[src/sv/wsfp_pkg.sv]
// Shared types and constants for the WebSocket frame parser.
// No dependencies; imported by every module of the parser.
package wsfp_pkg;

    localparam int DEF_REMAINING_COUNT_BITS = 21;
    localparam int CFG_LEN_W                = 21;
    localparam logic [CFG_LEN_W-1:0] MAX_LEN_RESET = CFG_LEN_W'(1024 * 1024);

    // result kinds
    localparam logic [1:0] KIND_DATA  = 2'd0;
    localparam logic [1:0] KIND_EMPTY = 2'd1;
    localparam logic [1:0] KIND_ERROR = 2'd2;

    typedef struct packed {
        logic [7:0] data_byte;
        logic       connection_start;
    } rx_item_t;

    typedef struct packed {
        logic [1:0] result_kind;
        logic [7:0] payload_byte;
        logic [3:0] frame_opcode;
        logic       last_of_frame;
    } result_t;

endpackage

[src/sv/wsfp_in_reg.sv]
// Input register stage of the WebSocket frame parser.
// Depends on wsfp_pkg for the received item type.
module wsfp_in_reg (
    input  logic              clk,
    input  logic              rst_n,
    input  logic              in_valid,
    output logic              in_ready,
    input  wsfp_pkg::rx_item_t in_item,
    output logic              held_valid,
    output wsfp_pkg::rx_item_t held_item,
    input  logic              advance
);
    import wsfp_pkg::*;

    logic     valid_reg;
    logic     valid_next;
    rx_item_t item_reg;

    assign in_ready   = !valid_reg || advance;
    assign held_valid = valid_reg;
    assign held_item  = item_reg;

    always_comb
    begin
        valid_next = valid_reg;
        if (in_ready)
        begin
            valid_next = in_valid;
        end
    end

    always_ff @(posedge clk or negedge rst_n)
    begin
        if (!rst_n)
        begin
            valid_reg <= 1'b0;
        end
        else
        begin
            valid_reg <= valid_next;
        end
    end

    always_ff @(posedge clk)
    begin
        if (in_ready && in_valid)
        begin
            item_reg <= in_item;
        end
    end

endmodule

[src/sv/wsfp_core.sv]
// Frame header decode, length check and payload unmasking, one byte per step.
// Depends on wsfp_pkg for item/result types and result kind codes.
module wsfp_core #(
    parameter int REMAINING_COUNT_BITS = wsfp_pkg::DEF_REMAINING_COUNT_BITS
) (
    input  logic                                clk,
    input  logic                                rst_n,
    input  logic                                advance,
    input  wsfp_pkg::rx_item_t                  item,
    input  logic [wsfp_pkg::CFG_LEN_W-1:0]      max_len,
    output logic                                res_valid,
    output wsfp_pkg::result_t                   res
);
    import wsfp_pkg::*;

    localparam int RCB   = REMAINING_COUNT_BITS;
    localparam int LIM_W = (RCB > CFG_LEN_W) ? RCB : CFG_LEN_W;
    localparam logic [LIM_W-1:0] COUNT_MASK = LIM_W'({RCB{1'b1}});

    localparam logic [2:0] PH_HDR0   = 3'd0;
    localparam logic [2:0] PH_HDR1   = 3'd1;
    localparam logic [2:0] PH_EXTLEN = 3'd2;
    localparam logic [2:0] PH_KEY    = 3'd3;
    localparam logic [2:0] PH_DATA   = 3'd4;
    localparam logic [2:0] PH_DROP   = 3'd5;

    localparam logic [6:0] LEN_EXT16 = 7'd126;
    localparam logic [6:0] LEN_EXT64 = 7'd127;

    logic [2:0]     phase_reg,  phase_next,  cur_phase;
    logic [3:0]     opcode_reg, opcode_next, cur_opcode;
    logic           mask_reg,   mask_next,   cur_mask;
    // extended length: low RCB bits plus a sticky flag for any bit shifted above them
    logic [RCB-1:0] acc_reg,    acc_next,    cur_acc;
    logic           high_reg,   high_next,   cur_high;
    logic [3:0]     count_reg,  count_next,  cur_count;
    logic [31:0]    key_reg,    key_next,    cur_key;
    logic [1:0]     pos_reg,    pos_next,    cur_pos;
    logic [RCB-1:0] rem_reg,    rem_next,    cur_rem;

    logic [7:0]       b;
    logic [RCB+7:0]   shifted;
    logic             len_done;
    logic [LIM_W-1:0] len_val;
    logic             len_high;
    logic [LIM_W-1:0] cfg_ext;
    logic [LIM_W-1:0] limit_eff;
    logic [7:0]       key_byte;

    assign b         = item.data_byte;
    assign cfg_ext   = LIM_W'(max_len);
    assign limit_eff = (cfg_ext > COUNT_MASK) ? COUNT_MASK : cfg_ext;
    assign shifted   = {cur_acc, b};

    // connection_start restarts the parser before this byte is taken
    always_comb
    begin
        if (item.connection_start)
        begin
            cur_phase  = PH_HDR0;
            cur_opcode = '0;
            cur_mask   = 1'b0;
            cur_acc    = '0;
            cur_high   = 1'b0;
            cur_count  = '0;
            cur_key    = '0;
            cur_pos    = '0;
            cur_rem    = '0;
        end
        else
        begin
            cur_phase  = phase_reg;
            cur_opcode = opcode_reg;
            cur_mask   = mask_reg;
            cur_acc    = acc_reg;
            cur_high   = high_reg;
            cur_count  = count_reg;
            cur_key    = key_reg;
            cur_pos    = pos_reg;
            cur_rem    = rem_reg;
        end
    end

    always_comb
    begin
        case (cur_pos)
            2'd0:    key_byte = cur_key[31:24];
            2'd1:    key_byte = cur_key[23:16];
            2'd2:    key_byte = cur_key[15:8];
            default: key_byte = cur_key[7:0];
        endcase
    end

    always_comb
    begin
        phase_next  = cur_phase;
        opcode_next = cur_opcode;
        mask_next   = cur_mask;
        acc_next    = cur_acc;
        high_next   = cur_high;
        count_next  = cur_count;
        key_next    = cur_key;
        pos_next    = cur_pos;
        rem_next    = cur_rem;
        len_done    = 1'b0;
        len_val     = '0;
        len_high    = 1'b0;
        res_valid   = 1'b0;
        res.result_kind   = KIND_DATA;
        res.payload_byte  = '0;
        res.frame_opcode  = cur_opcode;
        res.last_of_frame = 1'b0;

        case (cur_phase)
            PH_HDR0:
            begin
                opcode_next = b[3:0];
                phase_next  = PH_HDR1;
            end
            PH_HDR1:
            begin
                mask_next = b[7];
                if (b[6:0] == LEN_EXT16 || b[6:0] == LEN_EXT64)
                begin
                    acc_next   = '0;
                    high_next  = 1'b0;
                    count_next = (b[6:0] == LEN_EXT16) ? 4'd2 : 4'd8;
                    phase_next = PH_EXTLEN;
                end
                else
                begin
                    len_done = 1'b1;
                    len_val  = LIM_W'(b[6:0]);
                end
            end
            PH_EXTLEN:
            begin
                acc_next   = shifted[RCB-1:0];
                high_next  = cur_high || (shifted[RCB+7:RCB] != 8'd0);
                count_next = cur_count - 4'd1;
                if (count_next == 4'd0)
                begin
                    len_done = 1'b1;
                    len_val  = LIM_W'(acc_next);
                    len_high = high_next;
                end
            end
            PH_KEY:
            begin
                key_next   = {cur_key[23:0], b};
                count_next = cur_count - 4'd1;
                if (count_next == 4'd0)
                begin
                    if (cur_rem == '0)
                    begin
                        phase_next        = PH_HDR0;
                        res_valid         = 1'b1;
                        res.result_kind   = KIND_EMPTY;
                        res.last_of_frame = 1'b1;
                    end
                    else
                    begin
                        phase_next = PH_DATA;
                    end
                end
            end
            PH_DATA:
            begin
                pos_next          = cur_pos + 2'd1;
                rem_next          = cur_rem - RCB'(1);
                res_valid         = 1'b1;
                res.result_kind   = KIND_DATA;
                res.payload_byte  = cur_mask ? (b ^ key_byte) : b;
                res.last_of_frame = (rem_next == '0);
                if (rem_next == '0)
                begin
                    phase_next = PH_HDR0;
                end
            end
            default:
            begin
                // dropping until the next connection start
            end
        endcase

        if (len_done)
        begin
            if (len_high || len_val > limit_eff)
            begin
                phase_next      = PH_DROP;
                res_valid       = 1'b1;
                res.result_kind = KIND_ERROR;
            end
            else
            begin
                rem_next = len_val[RCB-1:0];
                pos_next = '0;
                if (mask_next)
                begin
                    key_next   = '0;
                    count_next = 4'd4;
                    phase_next = PH_KEY;
                end
                else if (rem_next == '0)
                begin
                    phase_next        = PH_HDR0;
                    res_valid         = 1'b1;
                    res.result_kind   = KIND_EMPTY;
                    res.last_of_frame = 1'b1;
                end
                else
                begin
                    phase_next = PH_DATA;
                end
            end
        end
    end

    always_ff @(posedge clk or negedge rst_n)
    begin
        if (!rst_n)
        begin
            phase_reg  <= PH_HDR0;
            opcode_reg <= '0;
            mask_reg   <= 1'b0;
            acc_reg    <= '0;
            high_reg   <= 1'b0;
            count_reg  <= '0;
            key_reg    <= '0;
            pos_reg    <= '0;
            rem_reg    <= '0;
        end
        else if (advance)
        begin
            phase_reg  <= phase_next;
            opcode_reg <= opcode_next;
            mask_reg   <= mask_next;
            acc_reg    <= acc_next;
            high_reg   <= high_next;
            count_reg  <= count_next;
            key_reg    <= key_next;
            pos_reg    <= pos_next;
            rem_reg    <= rem_next;
        end
    end

    a_error_fields: assert property (@(posedge clk) disable iff (!rst_n)
        advance && res_valid && res.result_kind == KIND_ERROR
            |-> !res.last_of_frame && res.payload_byte == 8'd0)
        else $error("error result carries payload or last flag");

    a_drop_silent: assert property (@(posedge clk) disable iff (!rst_n)
        advance && phase_reg == PH_DROP && !item.connection_start |-> !res_valid)
        else $error("result produced while dropping");

    a_data_nonzero: assert property (@(posedge clk) disable iff (!rst_n)
        phase_reg == PH_DATA |-> rem_reg != '0)
        else $error("payload phase with no bytes remaining");

    a_final_byte: assert property (@(posedge clk) disable iff (!rst_n)
        advance && !item.connection_start && phase_reg == PH_DATA && rem_reg == RCB'(1)
            |=> phase_reg == PH_HDR0 && $past(res_valid) && $past(res.last_of_frame))
        else $error("final payload byte not marked or phase not returned to header");

endmodule

[src/sv/wsfp_out_reg.sv]
// Result register of the WebSocket frame parser; holds one result until taken.
// Depends on wsfp_pkg for the result type.
module wsfp_out_reg (
    input  logic              clk,
    input  logic              rst_n,
    input  logic              load,
    input  logic              load_valid,
    input  wsfp_pkg::result_t load_res,
    output logic              can_load,
    output logic              out_valid,
    input  logic              out_ready,
    output wsfp_pkg::result_t out_res
);
    import wsfp_pkg::*;

    logic    valid_reg;
    logic    valid_next;
    result_t res_reg;

    assign can_load  = !valid_reg || out_ready;
    assign out_valid = valid_reg;
    assign out_res   = res_reg;

    always_comb
    begin
        valid_next = valid_reg;
        if (load)
        begin
            valid_next = load_valid;
        end
        else if (out_ready)
        begin
            valid_next = 1'b0;
        end
    end

    always_ff @(posedge clk or negedge rst_n)
    begin
        if (!rst_n)
        begin
            valid_reg <= 1'b0;
        end
        else
        begin
            valid_reg <= valid_next;
        end
    end

    always_ff @(posedge clk)
    begin
        if (load && load_valid)
        begin
            res_reg <= load_res;
        end
    end

endmodule

[src/sv/websocket_frame_parser.sv]
// Top level of the WebSocket frame parser (receive side, RFC 6455 framing).
// Depends on wsfp_pkg, wsfp_in_reg, wsfp_core and wsfp_out_reg.
//
// Usage:
//   s_axis_*  carries the received byte stream, one byte per transaction;
//             tuser set restarts the parser at the frame header before the byte.
//   m_axis_*  carries at most one result per input byte: an unmasked payload
//             byte, an empty-frame marker or an oversize-length error (tuser).
//             tlast marks the final payload byte and the empty-frame marker.
//   cfg_*     writes max_payload_len; write it only while the parser is idle.
// Throughput is one byte per clock while m_axis_tready is high: the
// header/length/unmask step is one pass of logic between the input register
// and the result register. Header and key bytes give no result, but the byte
// ending the length or the key may give an error or empty-frame marker; bytes
// dropped after an error give none. Reset clears both stages, returns the
// parser to the first header byte and sets max_payload_len to 1048576. When
// m_axis_tready is low the result register holds; one more byte is taken into
// the input register, then s_axis_tready drops until the result is taken.
module websocket_frame_parser #(
    parameter int REMAINING_COUNT_BITS = wsfp_pkg::DEF_REMAINING_COUNT_BITS
) (
    input  logic                           clk,
    input  logic                           rst_n,
    input  logic                           s_axis_tvalid,
    output logic                           s_axis_tready,
    input  logic [7:0]                     s_axis_tdata,   // [7:0] data_byte
    input  logic [0:0]                     s_axis_tuser,   // [0] connection_start
    output logic                           m_axis_tvalid,
    input  logic                           m_axis_tready,
    output logic [15:0]                    m_axis_tdata,   // [7:0] payload_byte,
                                                           // [11:8] frame_opcode
    output logic [1:0]                     m_axis_tuser,   // [1:0] result_kind
    output logic                           m_axis_tlast,   // last_of_frame
    input  logic                           cfg_valid,
    output logic                           cfg_ready,
    input  logic [wsfp_pkg::CFG_LEN_W-1:0] cfg_data        // max_payload_len
);
    import wsfp_pkg::*;

    logic [CFG_LEN_W-1:0] max_len_reg;
    logic [CFG_LEN_W-1:0] max_len_next;

    rx_item_t in_item;
    rx_item_t held_item;
    logic     held_valid;
    logic     advance;
    logic     can_load;
    logic     res_valid;
    result_t  res;
    result_t  out_res;

    assign cfg_ready = 1'b1;

    always_comb
    begin
        max_len_next = max_len_reg;
        if (cfg_valid && cfg_ready)
        begin
            max_len_next = cfg_data;
        end
    end

    always_ff @(posedge clk or negedge rst_n)
    begin
        if (!rst_n)
        begin
            max_len_reg <= MAX_LEN_RESET;
        end
        else
        begin
            max_len_reg <= max_len_next;
        end
    end

    assign in_item.data_byte        = s_axis_tdata;
    assign in_item.connection_start = s_axis_tuser[0];

    assign advance = held_valid && can_load;

    wsfp_in_reg u_in_reg (
        .clk        (clk),
        .rst_n      (rst_n),
        .in_valid   (s_axis_tvalid),
        .in_ready   (s_axis_tready),
        .in_item    (in_item),
        .held_valid (held_valid),
        .held_item  (held_item),
        .advance    (advance)
    );

    wsfp_core #(
        .REMAINING_COUNT_BITS (REMAINING_COUNT_BITS)
    ) u_core (
        .clk       (clk),
        .rst_n     (rst_n),
        .advance   (advance),
        .item      (held_item),
        .max_len   (max_len_reg),
        .res_valid (res_valid),
        .res       (res)
    );

    wsfp_out_reg u_out_reg (
        .clk        (clk),
        .rst_n      (rst_n),
        .load       (advance),
        .load_valid (res_valid),
        .load_res   (res),
        .can_load   (can_load),
        .out_valid  (m_axis_tvalid),
        .out_ready  (m_axis_tready),
        .out_res    (out_res)
    );

    assign m_axis_tdata = {4'd0, out_res.frame_opcode, out_res.payload_byte};
    assign m_axis_tuser = out_res.result_kind;
    assign m_axis_tlast = out_res.last_of_frame;

endmodule
[config.mk]
export PLATFORM = sky130hd
export DESIGN_NAME = websocket_frame_parser
export DESIGN_NICKNAME = d
export VERILOG_FILES = /design/src/sv/wsfp_pkg.sv /design/src/sv/wsfp_in_reg.sv /design/src/sv/wsfp_core.sv /design/src/sv/wsfp_out_reg.sv /design/src/sv/websocket_frame_parser.sv
export SDC_FILE = /design/constraint.sdc
export NUM_CORES = 1
export LEC_CHECK = 0
export BUFFER_PORTS_ARGS = -buffer_cell sky130_fd_sc_hd__buf_2
export CAP_MARGIN = 20
export CORE_UTILIZATION = 55
export DETAILED_ROUTE_END_ITERATION = 8
export GPL_TIMING_DRIVEN = 0
export PLACE_DENSITY_LB_ADDON = 0.2
export SLEW_MARGIN = 20
export SYNTH_ARGS = -nofsm -noshare
export SYNTH_HDL_FRONTEND = slang
export SYNTH_SLANG_ARGS = --single-unit
export TNS_END_PERCENT = 10
[constraint.sdc]
create_clock -name clk -period 6.9 [get_ports clk]
set_input_delay 1.035 -clock clk [delete_from_list [all_inputs] [get_ports clk]]
set_output_delay 1.035 -clock clk [all_outputs]
set_load 0.02 [all_outputs]
==> metrics.md, run 1 <==
| Metric | Value |
|---|---|
| Worst Skew | `0.0112 ns` |
| Setup bufs post-CTS | `0` |
| Largest register FFs | `32` |
| Tmin final | `between 6 and 7 ns` |
| Post-Syn Area | `7620 um^2` |
| Maximum vdd drop | `192 uV` |
| EDFF count, synth | `24` |
| FF-to-FF path depth | `19` |
| Die Y | `approximately 120 um` |
| Post-Layout Cell Count | `1,064` |
| Drt pass-1 iters | `6` |
| Initial DRC count | `885` |
| Post-place setup slack | `0.748 ns` |
| Outcome | `completed` |
| Clk_lat worst skew | `around 0.44 ns` |
| Vias per cell | `about 6.4` |
| Util after Layout | `about 65%` |
| First-pass GRT wire length | `around 36,000 um` |
| Root Buffer | `clkbuf_16` |
| CP Launch Point | `u_in_reg.held_item[0]` |
| Final instance area | `8770 um^2` |
| Crit Reg-Reg Startpoint | `u_in_reg.held_item[0]` |
| Via count | `6,859` |
| Drt wl/cell | `20.9 um` |
| Worst Tran Pin Value | `roughly 1.1 ns` |
| Critical Path Stages | `19` |
| Synthesis Warnings | `0` |
| Clock sinks | `136` |
| Gr ovfl total | `0` |
| Top-area cell type share of the netlist area | `a little over a third` |
| Clock Tree Buf Depth | `2` |
| Die area | `~14,000 um^2` |
| H-tree Lvls | `4` |
| Mapped Cells | `around 800` |
| Cell taking the most area after synthesis | `dfrtp_1` |
| Cell breakdown of the critical path | `inv_2, clkbuf_1, clkbuf_1, nand2_1, ha_1, xor2_1, and4_1, buf_4, or2_2, clkbuf_1, and2_1, ha_1, and3_1, and4_1, a21o_1, a31oi_1, or2_2, a21boi_0, a21oi_2` |
| Worst Path Arrival | `approximately 6.5 ns` |
| TritonCTS clock tree | `yes` |
| Synthesized area per cell | `roughly 9.5 um^2` |
| Fraction of layout cells with a size suffix above 1 | `between 10% and 20%` |
| Hold slack final | `approximately 0.5 ns` |
| Worst Setup Start Kind | `flip-flop` |
| Synth-to-Final Area Change | `15.1%` |
| All-Layer GR Usage | `32.7%` |
| Crit Reg-Reg Endpoint | `u_out_reg.out_res[3]` |
| Critical Path End | `u_out_reg.out_res[3]` |
| Number of inserted diodes | `0` |
| Tcrit/Tclk final | `between 90% and 100%` |
| Chip width | `120 um` |
| Detailed Route WL | `~22,000 um` |
| RSZ-0062 raised after global routing | `no` |
| Crit path max-delay cell type | `a21oi_2` |
| IO Count | `57` |
| Family with the most delay on the worst path | `simple AND/OR/NAND/NOR gates` |
| DRC Markers | `0` |
| Min setup slack post-route | `approximately 0.50 ns` |
| RD Place Congestion | `0.944` |
| Row cnt | `between 40 and 50` |
| HPWL Detailed | `around 15,000 um` |
| LEAKAGE | `approximately 3.8 nW` |
| Setup-failing EPs final | `0` |
| Fmax | `156 MHz` |
| Max Cap Violations | `0` |
| CTS Buf Count | `17` |
| Yosys cell types | `73` |
| Fin. max-slew vios | `0` |
| Fraction of registers with async set/reset | `82.4%` |
| Most area-consuming cells after synthesis | `dfrtp_1 (36%), edfxtp_1 (9.5%), a22o_1 (6.0%)` |
| Vias in the first global route | `6,644` |
| Crit. End Element | `flip-flop` |
| Slew margin rel. | `around a quarter` |
| Hold-fix buffers, CTS | `0` |
| Most used standard cell by instance count after synthesis | `dfrtp_1` |
| Post-synthesis sequential area ratio | `roughly 46%` |
| Post-DRT Antenna Nets | `0` |
| Dominant synthesized flop cell | `dfrtp_1` |
| Worst Hold Class | `flip-flop to flip-flop` |
| Number of gates resized after CTS | `0` |
| Synth cell count leaders | `dfrtp_1 (111), nand2_1 (95), o21ai_0 (61)` |
| Yosys reg bits | `136` |
| Number of buffers added on ports | `between 50 and 60` |
| Initial antenna violation count | `0` |
| # nets final | `939` |
| Final Hold Violating Endpoints | `0` |
| Crit Path Max Fanout | `15` |
| Crit path buf inv count | `5` |
| Most Frequent Cell on Critical Path | `clkbuf_1` |
| Pwr Density | `roughly 310 nW/um^2` |
| R2r setup slk | `0.50 ns` |
| Setup CP Type | `flip-flop to flip-flop` |
| Cells on Worst Hold Path | `1` |
| Core Area | `~13,000 um^2` |
| Total negative slack | `0 ns` |
| Critical Path RT | `roughly 7 ns` |
| Initial core utilization | `~57%` |
| Tot Pwr | `roughly 2.7 mW` |
| CTS clk-pin slew, worst paths | `0.06 ns` |
| Max incr delay on CP | `around 0.71 ns` |
| Dpl cells | `approximately 1,000` |
| Largest net degree at the start of global routing | `just over 60` |
| Post-DP Area | `8150 um^2` |
[worst register-to-register path, delay by kind of cell (launching register included)]
family,cells,cell delay (ns)
simple gates,7,1.67
xor+xnor,1,0.18
buf+inv,5,1.66
fa+ha+maj,2,0.57
compound gates,4,1.47
flops,1,0.45
[logic make-up (layout without fill, tap and decap cells)]
kind of cell    after synthesis  in the layout  synth area share (%)
compound gates              242            242                  22.7
xor+xnor                     10             10                  1.15
fa+ha+maj                    29             29                  4.76
buf+inv                      98            182                  5.55
flops                       136            136                  46.3
mux                           9              9                  1.28
other cells                   2              5                0.0986
simple gates                275            275                  18.2
[routing by layer]
metal  track usage, %  share of wire (%)  vias to the layer above
met5                0                  0                        -
met4             14.6                3.3                        0
met3             8.37                9.3                       70
met2             49.3                 46                      370
met1             44.4                 42                     3321
li1                 -                  -                     3098
[power breakdown]
part	leakage, nW	total, mW	internal, mW	switching (mW)
combinational	1.83	0.742	0.265	0.478
sequential	1.72	1.00	0.911	0.0890
clock	0.296	0.957	0.583	0.374
[how the worst min path moves through the flow]
stage,end,from,slack (ns)
after floorplan,u_core.opcode_reg[0],u_core.opcode_reg[0],0.44
after detailed placement,u_core.opcode_reg[2],u_core.opcode_reg[2],0.49
after CTS,u_core.opcode_reg[1],u_core.opcode_reg[1],0.51
after global placement,u_core.opcode_reg[0],u_core.opcode_reg[0],0.46
after global routing,u_core.key_reg[29],u_core.key_reg[29],0.52
final,u_core.key_reg[25],u_core.key_reg[25],0.50
[final cells by class]
class	instances	area [um^2]
Clock buffer	22	487
Timing Repair Buffer	52	289
Buffer	63	292
Fill cell	1101	4630
Inverter	35	131
Multi-Input combinational cell	570	3690
Sequential cell	136	3520
Clock inverter	10	133
Tap cell	176	220
[layout by cell type, fill, tap and decap left out, types with 5 or more instances in the layout]
master / instances
o21ai_0: 61
a221o_1: 8
nand2_1: 95
a22o_1: 52
nor2_1: 43
or4_1: 5
mux2_2: 6
nand3_1: 11
edfxtp_1: 24
buf_6: 5
o211ai_1: 5
and3_1: 11
conb_1: 5
buf_2: 52
a22oi_1: 13
a31oi_1: 5
and2_1: 24
clkbuf_16: 19
clkbuf_1: 50
nor3_1: 19
o31ai_1: 11
nor4_1: 13
buf_4: 6
xor2_1: 8
ha_1: 29
nand4_1: 8
or3_1: 5
a211oi_1: 5
nand2b_1: 7
nor2b_1: 12
inv_1: 33
o21a_1: 5
dfrtp_1: 111
a21oi_1: 26
or2_2: 5
No activity file was read; power rests on OpenSTA's default activity.
==> run 2, diff against run 1 <==
--- a/config.mk
+++ b/config.mk
@@ -10,7 +10,7 @@
 export CORE_UTILIZATION = 55
 export DETAILED_ROUTE_END_ITERATION = 8
 export GPL_TIMING_DRIVEN = 0
-export PLACE_DENSITY_LB_ADDON = 0.2
+export PLACE_DENSITY = 0.74
 export SLEW_MARGIN = 20
 export SYNTH_ARGS = -nofsm -noshare
 export SYNTH_HDL_FRONTEND = slang
==> metrics.md, run 2 (synthesis results as in run 1) <==
| Metric | Value |
|---|---|
| Worst Path Arrival | `6.30 ns (was 6.46 ns)` |
| Total negative slack | `0 ns (unchanged)` |
| Setup CP Type | `flip-flop to flip-flop (unchanged)` |
| IO Count | `57 (unchanged)` |
| Max Cap Violations | `0 (unchanged)` |
| Final instance area | `8760 um^2 (was 8770 um^2)` |
| Min setup slack post-route | `0.656 ns (was 0.504 ns)` |
| Number of fillers in the final layout | `1,116 (was 1,101)` |
| Crit Path Max Fanout | `15 (unchanged)` |
| Hold-fix buffers, CTS | `0 (unchanged)` |
| Vias per cell | `6.41 (was 6.45)` |
| Family with the most delay on the worst path | `simple AND/OR/NAND/NOR gates (unchanged)` |
| Vias in the first global route | `6,778 (was 6,644)` |
| Max incr delay on CP | `0.71 ns (about the same)` |
| Commonest non-fill, non-tap cell in the layout | `dfrtp_1 (unchanged)` |
| Clk_lat worst skew | `0.43 ns (was 0.44 ns)` |
| Sequential cell area | `3520 um^2 (unchanged)` |
| Worst Hold Class | `input port to async pin (was flip-flop to flip-flop)` |
| Root Buffer | `clkbuf_16 (unchanged)` |
| Critical Path RT | `6.95 ns (was 6.96 ns)` |
| Drt wl/cell | `20.8 um (was 20.9 um)` |
| RSZ-0062 raised after global routing | `no (unchanged)` |
| Drt pass-1 iters | `9 (was 6)` |
| Slew margin rel. | `28.6% (was 26.0%)` |
| Clock sinks | `136 (unchanged)` |
| All-Layer GR Usage | `32.7% (about the same)` |
| Crit path buf inv count | `5 (unchanged)` |
| Hold slack final | `0.488 ns (was 0.499 ns)` |
| Number of buffers added on ports | `51 (unchanged)` |
| Post-place setup slack | `0.794 ns (was 0.748 ns)` |
| Commonest non-fill, non-tap cells in the layout | `dfrtp_1 (111), nand2_1 (95), o21ai_0 (61), a22o_1 (52), buf_2 (52) (unchanged)` |
| Worst Skew | `0.0125 ns (was 0.0112 ns)` |
| Post-DRT Antenna Nets | `0 (unchanged)` |
| Outcome | `finished with violations (was completed)` |
| Fmax | `160 MHz (was 156 MHz)` |
| Post-DP Area | `8150 um^2 (unchanged)` |
| Number of inserted diodes | `0 (unchanged)` |
| Detailed Route WL | `22,200 um (about the same)` |
| Crit. End Element | `flip-flop (unchanged)` |
| CTS Buf Count | `17 (unchanged)` |
| CTS clk-pin slew, worst paths | `0.06 ns (about the same)` |
| Chip width | `120 um (unchanged)` |
| Crit path max-delay cell type | `a21oi_2 (unchanged)` |
| Multi-input logic area | `3690 um^2 (unchanged)` |
| Initial core utilization | `56.9% (unchanged)` |
| Via count | `6,821 (was 6,859)` |
| Synth-to-Final Area Change | `15.0% (was 15.1%)` |
| Most Frequent Cell on Critical Path | `clkbuf_1 (unchanged)` |
| Fraction of layout cells with a size suffix above 1 | `13.5% (was 13.2%)` |
| Dpl cells | `1,032 (unchanged)` |
| Row cnt | `42 (unchanged)` |
| DRC Markers | `4 (was 0)` |
| Tcrit/Tclk final | `90.5% (was 92.7%)` |
| Worst Tran Pin Value | `1.06 ns (was 1.09 ns)` |
| LEAKAGE | `3.85 nW (was 3.84 nW)` |
| Gr ovfl total | `0 (unchanged)` |
| Maximum vdd drop | `257 uV (was 192 uV)` |
| Initial DRC count | `721 (was 885)` |
| Cell breakdown of the critical path | `inv_2, clkbuf_1, clkbuf_1, nand2_1, ha_1, xor2_1, and4_1, buf_4, or2_2, clkbuf_1, and2_1, ha_1, and3_1, and4_1, a21o_1, a31oi_1, or2_2, a21boi_0, a21oi_2 (unchanged)` |
| Setup bufs post-CTS | `0 (unchanged)` |
| Core Area | `13,400 um^2 (unchanged)` |
| HPWL Detailed | `15,500 um (about the same)` |
| Post-Layout Cell Count | `1,064 (unchanged)` |
| H-tree Lvls | `4 (unchanged)` |
| Setup-failing EPs final | `0 (unchanged)` |
| Tot Pwr | `2.69 mW (was 2.70 mW)` |
| Final Hold Violating Endpoints | `0 (unchanged)` |
| RD Place Congestion | `0.951 (was 0.944)` |
| Fin. max-slew vios | `0 (unchanged)` |
| Tmin final | `6.24 ns (was 6.40 ns)` |
| Clock Tree Buf Depth | `2 (unchanged)` |
| TritonCTS clock tree | `yes (unchanged)` |
| Largest net degree at the start of global routing | `84 (was 62)` |
| Die Y | `120 um (unchanged)` |
| Pwr Density | `307 nW/um^2 (was 308 nW/um^2)` |
| Die area | `14,300 um^2 (unchanged)` |
| First-pass GRT wire length | `35,800 um (was 35,700 um)` |
| Violated checks | `DRC` |
| Util after Layout | `65.4% (about the same)` |
| Number of gates resized after CTS | `0 (unchanged)` |
| Worst Setup Start Kind | `flip-flop (unchanged)` |
| Initial antenna violation count | `0 (unchanged)` |
| Largest register FFs | `32 (unchanged)` |
| # nets final | `939 (unchanged)` |
[run 2: changes by cell type in the layout (fill, tap and decap cells not counted), sizes merged]
cell / change
clkinvlp: -1
inv: +4
clkbuf: -3
[run 2: final timing paths]
path	from	to	slack [ns]	cells past startpoint
max in group asynchronous	rst_n	max_len_reg[20]	5.67	2
min reg2reg	u_core.rem_reg[17]	u_core.rem_reg[17]	0.49	1
min	rst_n	u_core.opcode_reg[0]	0.49	1
max	u_in_reg.held_item[0]	u_out_reg.out_res[2]	0.66	19
min in group clk	u_core.rem_reg[17]	u_core.rem_reg[17]	0.49	1
max reg2reg	u_in_reg.held_item[0]	u_out_reg.out_res[2]	0.66	19
[run 2: layout make-up]
type	count	area share (%)
Multi-Input combinational cell	570	42.1
Sequential cell	136	40.2
Clock buffer	19	5.30
Buffer	63	3.33
Timing Repair Buffer	52	3.30
Tap cell	176	2.51
Clock inverter	13	1.74
Inverter	35	1.50
[run 2: metal layers]
layer / GRT usage (%) / wire, um
met2: 51.4 / 10500
met4: 13.8 / 654
met3: 6.80 / 1660
met5: 0 / 0
met1: 44.0 / 9390
[run 2: worst register-to-register path, delay by kind of cell, from the launching register on]
kind,cells,cell delay [ns]
and+or+nand+nor,7,1.64
buffers and inverters,5,1.60
AOI/OAI and AO/OA,4,1.43
adders and majority gates,2,0.56
DFF,1,0.46
xor gates and xnor gates,1,0.18
[run 2: where the power goes]
group	leakage, nW	total [mW]	switching [mW]	internal, mW
clock network	0.305	0.950	0.377	0.573
registers	1.72	0.999	0.0882	0.911
logic	1.83	0.740	0.475	0.265
total	3.85	2.69	0.940	1.75
==> run 3, diff against run 2 <==
--- a/config.mk
+++ b/config.mk
@@ -14,5 +14,6 @@
 export SLEW_MARGIN = 20
 export SYNTH_ARGS = -nofsm -noshare
 export SYNTH_HDL_FRONTEND = slang
+export SYNTH_HIERARCHICAL = 1
 export SYNTH_SLANG_ARGS = --single-unit
 export TNS_END_PERCENT = 10
==> metrics.md, run 3 <==
| Metric | Value |
|---|---|
| Outcome | `completed (was finished with violations)` |
| Tot Pwr | `2.88 mW (was 2.69 mW)` |
| Worst Skew | `0.00898 ns (was 0.0125 ns)` |
| Clock Tree Buf Depth | `2 (unchanged)` |
| Synth cell count leaders | `dfrtp_1 (111), a22o_1 (60), nand2_1 (54) (was dfrtp_1 (111), nand2_1 (95), o21ai_0 (61))` |
| Crit Reg-Reg Startpoint | `u_in_reg/held_item[0] (was u_in_reg.held_item[0])` |
| Number of buffers added on ports | `51 (unchanged)` |
| HP Start | `u_core/opcode_reg[2]` |
| Cells on Worst Hold Path | `2` |
| Fraction of registers with async set/reset | `82.4% (unchanged)` |
| Most used standard cell by instance count after synthesis | `dfrtp_1 (unchanged)` |
| H-tree Lvls | `4 (unchanged)` |
| Setup bufs post-CTS | `0 (unchanged)` |
| Top-area cell type share of the netlist area | `36.2% (was 36.5%)` |
| RSZ-0062 raised after global routing | `no (unchanged)` |
| Tmin final | `6.15 ns (was 6.24 ns)` |
| Largest net degree at the start of global routing | `59 (was 84)` |
| Cell taking the most area after synthesis | `dfrtp_1 (unchanged)` |
| CTS Buf Count | `17 (unchanged)` |
| Die area | `14,400 um^2 (was 14,300 um^2)` |
| Fraction of layout cells with a size suffix above 1 | `18.8% (was 13.5%)` |
| Root Buffer | `clkbuf_16 (unchanged)` |
| Maximum vdd drop | `195 uV (was 257 uV)` |
| LEAKAGE | `3.97 nW (was 3.85 nW)` |
| DRC Markers | `0 (was 4)` |
| Mapped Cells | `736 (was 801)` |
| Yosys reg bits | `136 (unchanged)` |
| Vias per cell | `6.46 (was 6.41)` |
| Setup CP Type | `flip-flop to flip-flop (unchanged)` |
| Post-DP Area | `8200 um^2 (was 8150 um^2)` |
| Worst Path Arrival | `6.27 ns (was 6.30 ns)` |
| Largest register FFs | `32 (unchanged)` |
| Slew margin rel. | `43.8% (was 28.6%)` |
| Fin. max-slew vios | `0 (unchanged)` |
| Crit. End Element | `flip-flop (unchanged)` |
| Total negative slack | `0 ns (unchanged)` |
| Synthesis Warnings | `6 (was 0)` |
| EDFF count, synth | `24 (unchanged)` |
| Commonest non-fill, non-tap cell in the layout | `dfrtp_1 (unchanged)` |
| TritonCTS clock tree | `yes (unchanged)` |
| Worst Tran Pin Value | `0.837 ns (was 1.06 ns)` |
| Min setup slack post-route | `0.753 ns (was 0.656 ns)` |
| Vias in the first global route | `6,300 (was 6,778)` |
| First-pass GRT wire length | `34,400 um (was 35,800 um)` |
| Via count | `6,458 (was 6,821)` |
| Worst Setup Start Kind | `flip-flop (unchanged)` |
| HPWL Detailed | `15,600 um (was 15,500 um)` |
| Critical Path RT | `7.02 ns (was 6.95 ns)` |
| Number of fillers in the final layout | `1,063 (was 1,116)` |
| Die Y | `120 um (about the same)` |
| Synth-to-Final Area Change | `14.5% (was 15.0%)` |
| Hold slack final | `0.493 ns (was 0.488 ns)` |
| Post-synthesis sequential area ratio | `45.9% (was 46.3%)` |
| Final instance area | `8790 um^2 (was 8760 um^2)` |
| Setup-failing EPs final | `0 (unchanged)` |
| Post-place setup slack | `0.945 ns (was 0.794 ns)` |
| Dominant synthesized flop cell | `dfrtp_1 (unchanged)` |
| Commonest non-fill, non-tap cells in the layout | `dfrtp_1 (111), a22o_1 (60), nand2_1 (54), buf_2 (52), nor2_1 (44) (was dfrtp_1 (111), nand2_1 (95), o21ai_0 (61), a22o_1 (52), buf_2 (52))` |
| Clk_lat worst skew | `0.43 ns (about the same)` |
| Pwr Density | `328 nW/um^2 (was 307 nW/um^2)` |
| FF-to-FF path depth | `19 (unchanged)` |
| Tcrit/Tclk final | `89.1% (was 90.5%)` |
| IO Count | `57 (unchanged)` |
| Initial DRC count | `908 (was 721)` |
| Drt pass-1 iters | `6 (was 9)` |
| Fmax | `163 MHz (was 160 MHz)` |
| CTS clk-pin slew, worst paths | `0.06 ns (about the same)` |
| Gr ovfl total | `0 (unchanged)` |
| Final Hold Violating Endpoints | `0 (unchanged)` |
| Row cnt | `42 (unchanged)` |
| Detailed Route WL | `21,600 um (was 22,200 um)` |
| Clock sinks | `136 (unchanged)` |
| # nets final | `874 (was 939)` |
| Number of gates resized after CTS | `0 (unchanged)` |
| Yosys cell types | `82 (was 73)` |
| Post-Syn Area | `7670 um^2 (was 7620 um^2)` |
| CP Launch Point | `u_in_reg/held_item[0] (was u_in_reg.held_item[0])` |
| Synthesized area per cell | `10.4 um^2 (was 9.51 um^2)` |
| Initial antenna violation count | `0 (unchanged)` |
| Crit Path Max Fanout | `16 (was 15)` |
| Post-DRT Antenna Nets | `0 (unchanged)` |
| Core Area | `13,400 um^2 (unchanged)` |
| Drt wl/cell | `21.7 um (was 20.8 um)` |
| All-Layer GR Usage | `31.7% (was 32.7%)` |
| Number of inserted diodes | `0 (unchanged)` |
| Most area-consuming cells after synthesis | `dfrtp_1 (36%), edfxtp_1 (9.4%), a22o_1 (6.8%) (was dfrtp_1 (36%), edfxtp_1 (9.5%), a22o_1 (6.0%))` |
| Chip width | `120 um (about the same)` |
| Worst Hold Class | `flip-flop to flip-flop (was input port to async pin)` |
| RD Place Congestion | `0.890 (was 0.951)` |
| Max Cap Violations | `0 (unchanged)` |
| Initial core utilization | `57.3% (was 56.9%)` |
| Hold-fix buffers, CTS | `0 (unchanged)` |
==> run 3: layout make-up <==
| cell class | count | area, um^2 | area share [%] |
|---|---|---|---|
| repair buffers | 52 | 289 | 3.29 |
| inverters | 32 | 120 | 1.37 |
| plain buffers | 51 | 273 | 3.10 |
| multi-input cells | 520 | 3770 | 42.9 |
| clock inverters | 13 | 143 | 1.62 |
| well taps | 176 | 220 | 2.50 |
| clock buffers | 19 | 453 | 5.15 |
| flip-flops and latches | 136 | 3520 | 40.1 |
==> run 3: per-stage QoR <==
stage | utilization, % | cells
floorplan | - | 739
global placement | 60.9 | 966
detailed placement | 61.2 | 967
CTS | 65.6 | 999
global route | 65.6 | 999
finish | 65.6 | 999
==> run 3: power by group <==
| group | leakage [nW] | switching (mW) | internal [mW] | total, mW |
|---|---|---|---|---|
| Clock | 0.278 | 0.356 | 0.552 | 0.909 |
| Sequential | 1.71 | 0.106 | 0.943 | 1.05 |
| Combinational | 1.97 | 0.586 | 0.340 | 0.925 |
==> run 3: path summary, 6_finish.rpt <==
check	slack, ns	end
worst max register to register	0.75	u_out_reg/out_res[9]
max in group asynchronous	5.62	max_len_reg[20]
worst min register to register	0.49	u_core/opcode_reg[2]
min in group asynchronous	0.57	u_in_reg/held_valid
worst min-delay path	0.49	u_core/opcode_reg[2]
worst max-delay path	0.75	u_out_reg/out_res[9]
==> run 3: cells by family after synthesis <==
| kind of cell | synth area share [%] |
|---|---|
| multiplexers | 5.58 |
| AO/OA/AOI/OAI | 20.8 |
| XOR/XNOR | 1.48 |
| AND/OR/NAND/NOR | 16.3 |
| adder cells (fa/ha/maj) | 4.73 |
| buffers and inverters | 5.12 |
| other | 0.0979 |
| flip-flops | 45.9 |
==> run 3: metal layers <==
metal	GRT usage [%]	routed length (um)
met5	0	0
met4	14.5	671
met3	6.56	1950
met2	47.6	9700
met1	44.1	9320
==> run 3: critical path, cell delays in order, from the launching register on <==
cell	delay (ns)
edfxtp_1	0.49
inv_1	0.26
clkbuf_1	0.49
clkbuf_1	0.49
nand2_1	0.15
ha_1	0.27
xnor2_1	0.15
and3_1	0.26
and3_1	0.17
clkbuf_1	0.31
clkbuf_1	0.33
and2_1	0.20
ha_1	0.18
nand4_1	0.16
nor3_1	0.36
o221ai_1	0.23
a41oi_2	0.51
nor2_1	0.24
o211ai_1	0.26
and2_4	0.30
